==> src/design/mfs_pkg.sv <==
// ----------------------------------------------------------------------------
// mfs_pkg
// Shared constants, types and helpers for the matrix factorization SGD core.
// ----------------------------------------------------------------------------
package mfs_pkg;

  localparam int NUM_USERS_DEF   = 1024;
  localparam int NUM_ITEMS_DEF   = 1024;
  localparam int NUM_FACTORS_DEF = 16;

  localparam int IDX_W     = 10;
  localparam int FI_W      = 4;
  localparam int VAL_W     = 16;
  localparam int CFG_W     = 16;
  localparam int CFG_IDX_W = 2;
  localparam int SCORE_W   = 32;

  localparam int PROD_W = 32;
  localparam int DIFF_W = 34;
  localparam int ERR_W  = 44;
  localparam int G_W    = 37;

  localparam logic [1:0] OP_WR_USER = 2'd0;
  localparam logic [1:0] OP_WR_ITEM = 2'd1;
  localparam logic [1:0] OP_PREDICT = 2'd2;
  localparam logic [1:0] OP_TRAIN   = 2'd3;

  localparam logic [CFG_IDX_W-1:0] CFG_LR    = 2'd0;
  localparam logic [CFG_IDX_W-1:0] CFG_DECAY = 2'd1;

  localparam logic [CFG_W-1:0] LR_RESET    = 16'd655;
  localparam logic [CFG_W-1:0] DECAY_RESET = 16'd0;

  typedef struct packed {
    logic wr_user;
    logic wr_item;
    logic rd;
    logic mul;
    logic shift;
    logic upd_a;
    logic upd_b;
    logic upd_c;
    logic upd_d;
    logic upd_e;
  } cell_ctrl_t;

  // row index modulo a constant row count, restoring subtract
  function automatic logic [IDX_W-1:0] row_wrap(input logic [IDX_W-1:0] v, input int n);
    logic [2*IDX_W-1:0] r;
    logic [2*IDX_W-1:0] m;
    r = {{IDX_W{1'b0}}, v};
    m = '0;
    if (n < (1 << IDX_W)) begin
      for (int k = IDX_W - 1; k >= 0; k--) begin
        m = (2*IDX_W)'(n) << k;
        if (r >= m) begin
          r = r - m;
        end
      end
    end
    return r[IDX_W-1:0];
  endfunction

  function automatic logic signed [VAL_W-1:0] sat16(input logic signed [39:0] v);
    logic signed [VAL_W-1:0] r;
    if (v > 40'sd32767) begin
      r = 16'sh7fff;
    end else if (v < -40'sd32768) begin
      r = 16'sh8000;
    end else begin
      r = v[VAL_W-1:0];
    end
    return r;
  endfunction

endpackage

==> src/design/mfs_ctrl.sv <==
// ----------------------------------------------------------------------------
// mfs_ctrl
// Sequencer: handshakes, config registers, dot product accumulation at the
// head of the cell chain, error term and result register.
// ----------------------------------------------------------------------------
module mfs_ctrl import mfs_pkg::*; #(
  parameter int NUM_USERS   = NUM_USERS_DEF,
  parameter int NUM_ITEMS   = NUM_ITEMS_DEF,
  parameter int NUM_FACTORS = NUM_FACTORS_DEF,
  parameter int UR_W        = 10,
  parameter int IR_W        = 10
) (
  input  logic                      clk,
  input  logic                      rst,
  input  logic                      in_valid,
  output logic                      in_ready,
  input  logic [1:0]                op,
  input  logic [IDX_W-1:0]          user_index,
  input  logic [IDX_W-1:0]          item_index,
  input  logic [FI_W-1:0]           factor_index,
  input  logic signed [VAL_W-1:0]   write_value,
  input  logic [VAL_W-1:0]          confidence,
  input  logic signed [VAL_W-1:0]   target,
  output logic                      out_valid,
  input  logic                      out_ready,
  output logic signed [SCORE_W-1:0] score,
  input  logic                      cfg_we,
  input  logic [CFG_IDX_W-1:0]      cfg_index,
  input  logic [CFG_W-1:0]          cfg_data,
  output cell_ctrl_t                ctrl,
  output logic [UR_W-1:0]           user_row,
  output logic [IR_W-1:0]           item_row,
  output logic [FI_W-1:0]           factor_sel,
  output logic signed [VAL_W-1:0]   wv,
  output logic signed [ERR_W-1:0]   err,
  output logic [CFG_W-1:0]          lr,
  output logic [CFG_W-1:0]          decay,
  input  logic signed [PROD_W-1:0]  head_prod
);

  localparam int CNT_W = (NUM_FACTORS > 1) ? $clog2(NUM_FACTORS) : 1;
  localparam int ACC_W = PROD_W + CNT_W + 1;
  localparam logic signed [ACC_W-1:0] SMAX = ACC_W'(32'sh7fffffff);
  localparam logic signed [ACC_W-1:0] SMIN = ACC_W'($signed(32'h80000000));

  localparam logic [3:0] S_IDLE = 4'd0;
  localparam logic [3:0] S_WR   = 4'd1;
  localparam logic [3:0] S_RD   = 4'd2;
  localparam logic [3:0] S_MUL  = 4'd3;
  localparam logic [3:0] S_SUM  = 4'd4;
  localparam logic [3:0] S_SAT  = 4'd5;
  localparam logic [3:0] S_DIFF = 4'd6;
  localparam logic [3:0] S_EMUL = 4'd7;
  localparam logic [3:0] S_ERR  = 4'd8;
  localparam logic [3:0] S_UA   = 4'd9;
  localparam logic [3:0] S_UB   = 4'd10;
  localparam logic [3:0] S_UC   = 4'd11;
  localparam logic [3:0] S_UD   = 4'd12;
  localparam logic [3:0] S_UE   = 4'd13;
  localparam logic [3:0] S_DONE = 4'd14;

  logic [3:0] state;
  logic [1:0] op_q;
  logic [VAL_W-1:0] conf_q;
  logic signed [VAL_W-1:0] tgt_q;
  logic [CNT_W-1:0] cnt;
  logic signed [ACC_W-1:0] acc;
  logic signed [SCORE_W-1:0] pred;
  logic signed [DIFF_W-1:0] diff;
  logic signed [34:0] plo;
  logic signed [33:0] phi;
  logic signed [51:0] psum;
  logic signed [16:0] conf_s;

  assign in_ready = (state == S_IDLE);
  assign conf_s   = $signed({1'b0, conf_q});
  assign psum     = (52'(phi) <<< 17) + 52'(plo);

  always_comb begin
    ctrl         = '0;
    ctrl.wr_user = (state == S_WR) && (op_q == OP_WR_USER);
    ctrl.wr_item = (state == S_WR) && (op_q == OP_WR_ITEM);
    ctrl.rd      = (state == S_RD);
    ctrl.mul     = (state == S_MUL);
    ctrl.shift   = (state == S_SUM);
    ctrl.upd_a   = (state == S_UA);
    ctrl.upd_b   = (state == S_UB);
    ctrl.upd_c   = (state == S_UC);
    ctrl.upd_d   = (state == S_UD);
    ctrl.upd_e   = (state == S_UE);
  end

  always_ff @(posedge clk) begin
    if (rst) begin
      lr    <= LR_RESET;
      decay <= DECAY_RESET;
    end else if (cfg_we) begin
      if (cfg_index == CFG_LR) begin
        lr <= cfg_data;
      end else if (cfg_index == CFG_DECAY) begin
        decay <= cfg_data;
      end
    end
  end

  always_ff @(posedge clk) begin
    if (rst) begin
      state     <= S_IDLE;
      out_valid <= 1'b0;
    end else begin
      if (out_valid && out_ready && (state != S_DONE)) begin
        out_valid <= 1'b0;
      end
      unique case (state)
        S_IDLE: begin
          if (in_valid) begin
            op_q       <= op;
            user_row   <= UR_W'(row_wrap(user_index, NUM_USERS));
            item_row   <= IR_W'(row_wrap(item_index, NUM_ITEMS));
            factor_sel <= factor_index;
            wv         <= write_value;
            conf_q     <= confidence;
            tgt_q      <= target;
            state      <= (op == OP_PREDICT || op == OP_TRAIN) ? S_RD : S_WR;
          end
        end
        S_WR: begin
          pred  <= '0;
          state <= S_DONE;
        end
        S_RD: state <= S_MUL;
        S_MUL: begin
          acc   <= '0;
          cnt   <= '0;
          state <= S_SUM;
        end
        S_SUM: begin
          acc <= acc + ACC_W'(head_prod);
          cnt <= cnt + 1'b1;
          if (cnt == CNT_W'(NUM_FACTORS - 1)) begin
            state <= S_SAT;
          end
        end
        S_SAT: begin
          if (acc > SMAX) begin
            pred <= SMAX[SCORE_W-1:0];
          end else if (acc < SMIN) begin
            pred <= SMIN[SCORE_W-1:0];
          end else begin
            pred <= acc[SCORE_W-1:0];
          end
          state <= (op_q == OP_TRAIN) ? S_DIFF : S_DONE;
        end
        S_DIFF: begin
          diff  <= (DIFF_W'(tgt_q) <<< 12) - DIFF_W'(pred);
          state <= S_EMUL;
        end
        S_EMUL: begin
          plo   <= conf_s * $signed({1'b0, diff[16:0]});
          phi   <= conf_s * $signed(diff[DIFF_W-1:17]);
          state <= S_ERR;
        end
        S_ERR: begin
          err   <= psum[51:8];
          state <= S_UA;
        end
        S_UA: state <= S_UB;
        S_UB: state <= S_UC;
        S_UC: state <= S_UD;
        S_UD: state <= S_UE;
        S_UE: state <= S_DONE;
        S_DONE: begin
          if (!out_valid || out_ready) begin
            out_valid <= 1'b1;
            score     <= pred;
            state     <= S_IDLE;
          end
        end
        default: state <= S_IDLE;
      endcase
    end
  end

endmodule
==> config.mk <==
export PLATFORM = sky130hd
export DESIGN_NAME = mfs_ctrl
export DESIGN_NICKNAME = d
export VERILOG_FILES = /design/src/design/mfs_pkg.sv /design/src/design/mfs_ctrl.sv
export SDC_FILE = /design/constraint.sdc
export NUM_CORES = 2
export LEC_CHECK = 0
export BUFFER_PORTS_ARGS = -buffer_cell sky130_fd_sc_hd__buf_2
export CAP_MARGIN = 30
export CORE_ASPECT_RATIO = 1.25
export CORE_MARGIN = 2
export CORE_UTILIZATION = 35
export CTS_CLUSTER_DIAMETER = 100
export CTS_CLUSTER_SIZE = 12
export DETAILED_ROUTE_END_ITERATION = 16
export PLACE_DENSITY = 0.63
export SETUP_SLACK_MARGIN = 0.2
export SYNTH_ARGS = -nofsm -noshare
export SYNTH_HDL_FRONTEND = slang
export SYNTH_SLANG_ARGS = --single-unit
==> constraint.sdc <==
create_clock -name clk -period 5.8 [get_ports clk]
set_input_delay 0.58 -clock clk [delete_from_list [all_inputs] [get_ports clk]]
set_output_delay 0.58 -clock clk [all_outputs]
set_load 0.02 [all_outputs]
# Word-level counts from Yosys, hierarchy flattened
# Index checks and enable logic that the tools add are counted.
classes:
  addsub: 4
  n_mul: 2
  div: 0
  magnitude_cmp: 2
  eq_ne: 24
  shift: 0
  n_mux: 14
  bitwise_logic: 2
  reduce_logical: 23
ops:
  columns: ["cell", "count"]
  rows:
  - ["37-bit one-hot mux with 2 select lines", 1]
  - ["32-bit two-way mux", 2]
  - ["32-bit one-hot mux with 2 select lines", 1]
  - ["4-bit one-hot mux with 14 select lines", 1]
  - ["51-bit by 34-bit adder with 52-bit output", 1]
  - ["37-bit by 32-bit adder with 37-bit output", 1]
  - ["37-bit by 32-bit greater-than comparator with 1-bit output, second input constant", 1]
  - ["37-bit by 32-bit < comparator with 1-bit output, second input constant", 1]
  - ["16-bit by 17-bit multiplier with 33-bit output", 1]
  - ["17-bit by 16-bit multiplier with 33-bit output", 1]
  - ["28-bit by 32-bit subtractor with 33-bit output", 1]
  - ["4-bit equality test, second input constant", 8]
  - ["4-bit by 3-bit equality test with 1-bit output, second input constant", 4]
  - ["4-bit two-way mux", 4]
  - ["2-bit AND reduction", 6]
  - ["3-bit AND reduction", 4]
  - ["4-bit by 2-bit equality test with 1-bit output, second input constant", 2]
  - ["4-bit one-hot mux with 2 select lines", 1]
  - ["2-bit equality test, second input constant", 3]
  - ["4-bit by 1-bit adder with 4-bit output, second input constant", 1]
  - ["2-bit by 1-bit equality test with 1-bit output, second input constant", 2]
  - ["4-bit by 1-bit equality test with 1-bit output, second input constant", 1]
  - ["1-bit logical AND", 4]
  - ["2-bit logical NOT", 2]
  - ["other kinds (11)", 17]
totals:
  ff_bits: 360
  latchBits: 0
  ram_bits: 0
  rom_bits: 0
  input_bits: 129
  out_inout_bits: 160
  wordCells: 90
  memories: 0

# Longest topological paths before layout
logic_depth:
  depth_word: 5
  mapped_depth: 24
  depth_no_buf: 22

# Least setup slack after synthesis
# Ideal clock, no wire load.
synth_timing:
  path_type: "register to register"
  from: "register diff[24]"
  to: "register phi[30], data pin"
  setup_time_ns: 0.262
  t_arrival_ns: 5.611
  t_required_ns: 5.538
  path_slack_ns: -0.073
  stages_incl_launch_ff: 23
  path_buffers: 1
  synth_period_minus_slack_ns: 5.873
  path_cell_list: "edfxtp_1 -> clkbuf_1 -> nand2_1 -> fa_1 -> inv_1 -> fa_1 -> inv_1 -> fa_1 -> inv_1 -> fa_1 -> fa_1 -> inv_1 -> fa_1 -> inv_1 -> ha_1 -> a21o_1 -> a21o_1 -> o21ba_2 -> o21ai_1 -> a21o_1 -> a41oi_1 -> o21ai_1 -> xor2_1"
synth_between:
  elab_chain_len: 1
synth_rtl:
  columns: ["element", "line", "rtl"]
  rows:
  - ["start, declared", "mfs_ctrl.sv:69", "logic signed [DIFF_W-1:0] diff;"]
  - ["start signal, assigned", "mfs_ctrl.sv:155", "diff <= (DIFF_W'(tgt_q) <<< 12) - DIFF_W'(pred);"]
  - ["17-bit by 16-bit multiplier with 33-bit output", "mfs_ctrl.sv:160", "phi <= conf_s * $signed(diff[DIFF_W-1:17]);"]
  - ["end signal, assigned", "mfs_ctrl.sv:160", null]
  - ["end, declared", "mfs_ctrl.sv:71", "logic signed [33:0] phi;"]
# No other way between the ends.
# A chain may end at the register's enable or synchronous reset.

# Worst setup path in the final report
layout_timing:
  from: "register conf_q[5]"
  to: "register phi[28], data pin"
layout_between:
  elab_chain_len: 1
layout_rtl:
  columns: ["element", "line", "rtl"]
  rows:
  - ["start, declared", "mfs_ctrl.sv:64", "logic [VAL_W-1:0] conf_q;"]
  - ["start signal, assigned", "mfs_ctrl.sv:122", "conf_q <= confidence;"]
  - ["17-bit by 16-bit multiplier with 33-bit output", "mfs_ctrl.sv:160", null]
# No other way between the ends.

==> results.toml <==
[run_status]
run_status = "finished, violations left"
violations = "negative setup slack"

[critical_path]
critical_path_arrival_ns = 6.30
crit_chain = "buf_12 > buf_12 > clkbuf_16 > buf_8 > and2_4 > fa_2 > fa_2 > fa_1 > fa_2 > fa_1 > inv_1 > fa_2 > inv_2 > ha_4 > a21oi_4 > o21a_1 > o31a_1 > o21ai_2 > a31o_2 > a21oi_4 > buf_6 > xnor2_2"
worst-path-max-fanout = 7
cp_common_cell = "fa_2"
startpoint = "conf_q[5]"
reg2reg_slack_ns = -0.19
crit_type = "reg -> reg"
required_ns = 6.11
worstReg2RegEnd = "phi[28]"
cp-endpoint = "phi[28]"
cpPeakStageDelay_ns = 0.58
critPathLaunchType = "flop"
reg2reg_from = "conf_q[5]"
cp_slowest_cell = "fa_2"
cp-end-kind = "flop"
rr_worst_depth = 22

[synth]
synth.mux.area_fraction = 0.00180
synth-simple-area-share = 0.153
synth_fp_nets = 4154
yosysMostFrequentCell = "inv_1"
ys.flop_type = "edfxtp_1"
synth-warning-count = 0
yosys_register_bits = 351
avgSynthCellArea_um2 = 10.1
synth-edff-count = 314
synth_compound_area_frac = 0.0798
syn_area_um2 = 33400
yosysSeqAreaShare = 0.304
yosysUniqueCellTypes = 78
yosysTopAreaCellShare = 0.282
synthCells = 3324
synthArstFlopShare = 0
synth_fa_ha_area_frac = 0.353
synthTopCellsByArea = "edfxtp_1 28%, fa_1 24%, ha_1 11%"
synth_xor_area_frac = 0.0354
synth_top_family_by_area = "adder cells"
synthTopCellsByCount = "526 x inv_1, 413 x nand2_1, 403 x fa_1, 314 x edfxtp_1, 298 x ha_1"
yosysTopAreaCell = "edfxtp_1"

[clocking]
cts_tree = "built"
cts_buffers = 36
clock-root-buffer = "clkbuf_16"
insertion_delay_ns = 0.60
cts_sinks = 351
clockBufferDepth = 3
path_clk_slew_ns = 0.07
cts_hold_buf = 0
cts_htree_levels = 2

[routing]
drt_iter0_drc = 1290
num_vias = 24606
drt-vias-per-instance = 4.90
drt-total-wl_um = 87200
drc = 0
drt_pass1_iterations = 7
wire_per_inst_um = 17.3
ant_nets = 0

[final_layout]
final_nets = 4625
synthToLayoutAreaGrowth_pct = 21.0
drive_gt1_frac = 0.210

[sta]
setup_viol = 21
hold_ws_ns = 0.158
relSlewSlack = 0.383
fin_crit_sh = 1.03
timing.final.crit_period_ns = 5.99
rsz0062_at_grt = "yes"
worst_slack_ns = -0.186
slew_viol_final = 0
worst_slew_pin_slew_ns = 0.923
fmax_mhz = 167
hold_viol = 0
finalClockSkew_ns = 0.0416

[floorplanning]
initial_core_util = 0.353
die_x_um = 280
ioPinCount = 289
dieArea_um2 = 98000
fp.dieH_um = 350
core_um2 = 94600
core.rowCount = 126

[placement]
port_buffers = 288
place_congestion = 0.916
post-place-ws_ns = -0.238
dp_hpwl_um = 69900

[global_routing]
grt_first_pass_wirelength_um = 140000
antenna_found_initial = 11
grt_pass1_vias = 26317
grt_use_total = 0.180
overflow = 0
grt_max_degree = 68

[worst_hold_path]
hold_path.class = "in -> reg"
min_from = "confidence[1]"

[job]
maxCapViolations = 0
[how the worst min path moves through the flow]
stage / slack [ns] / cells past startpoint / to
after global placement: 0.41 / 0 / err[0]
after CTS: 0.12 / 1 / conf_q[1]
final: 0.16 / 1 / conf_q[1]
after floorplan: 0.40 / 0 / err[0]
after global routing: 0.13 / 1 / item_row[8]
after detailed placement: 0.41 / 0 / err[0]
[repair_timing]
item / in CTS / in global routing
pin swaps: 43 / 38
endpoints found under the setup margin: 33 / 38
setup buffers: 25 / 12
gates cloned: 1 / 2
resized for setup: 123 / 96
[through the flow]
step | std cells | setup TNS (ns) | area (µm²) | util
finish | 5025 | -2.03 | 40400 | 0.428
global route | 5023 | -7.23 | 40400 | 0.428
CTS | 5006 | -0.570 | 39900 | 0.421
detailed placement | 4932 | -2.84 | 38100 | 0.403
global placement | 4931 | -2.39 | 38100 | 0.403
floorplan | 3324 | 0 | 33800 | -
[metal layers]
layer  wire length, µm  global-route usage
met5                82                   0
met4              3040              0.0625
met3              4500              0.0314
met2             44000               0.323
met1             35500               0.216
[cells in the final DEF, fill, tap and decap left out, types with 9 or more instances in the layout]
cell type	synthesis	routed
buf_6	0	37
o21a_1	13	13
inv_2	1	21
ha_4	0	20
o21ai_0	32	26
and3_1	19	17
nand4_1	18	18
and2_1	261	241
buf_2	0	288
xor2_1	53	50
fa_2	0	16
xnor2_1	82	76
nand3_1	44	42
o21bai_1	20	19
nor2b_1	11	10
buf_4	0	204
a21o_1	58	58
nor2_1	191	188
ha_1	298	275
a211oi_1	17	16
nand2b_1	23	23
fa_1	403	387
inv_1	526	506
a21oi_2	0	20
dfxtp_1	37	37
nand3b_1	9	9
edfxtp_1	314	314
o21ai_1	29	21
clkbuf_16	0	38
and2_4	0	20
buf_12	0	20
nand2_1	413	404
o21ai_2	1	12
a21oi_1	153	126
nor3_1	35	31
a31oi_1	22	16
[kinds of logic after synthesis]
kind of cell | count (synthesis)
adder cells (fa/ha/maj) | 701
multiplexers | 6
buffers and inverters | 652
AO/OA/AOI/OAI | 416
flip-flops | 351
XOR/XNOR | 135
AND/OR/NAND/NOR | 1063
[registers in the layout, summed over array words and instances, names as in the netlist, 2 cells and up]
| register | count |
|---|---|
| acc | 37 |
| state | 4 |
| tgt_q | 16 |
| wv | 16 |
| decay | 16 |
| op_q | 2 |
| diff | 33 |
| plo | 25 |
| err | 44 |
| factor_sel | 4 |
| pred | 32 |
| cnt | 4 |
| lr | 16 |
| phi | 33 |
| user_row | 10 |
| score | 32 |
| conf_q | 16 |
| item_row | 10 |
[critical path, delay by kind of cell, from the launching register on]
family | cells | cell delay (ns)
buffers and inverters | 7 | 0.80
adders and majority gates | 7 | 3.30
and+or+nand+nor | 1 | 0.13
xor gates and xnor gates | 1 | 0.11
DFF | 1 | 0.44
AOI/OAI and AO/OA | 6 | 0.88
[final cells by class]
cell class                      count  area, µm²
Multi-Input combinational cell   2321      21800
Clock buffer                       41        920
Fill cell                        9017      54100
Inverter                          528       1980
Timing Repair Buffer              557       3970
Antenna cell                        4       10.0
Clock inverter                      7       75.1
Sequential cell                   351      10200
Tap cell                         1216       1520
Power is left out: the tool's default activity adds up to more than one toggle a clock period on the data nets, which glitch-free logic cannot reach.
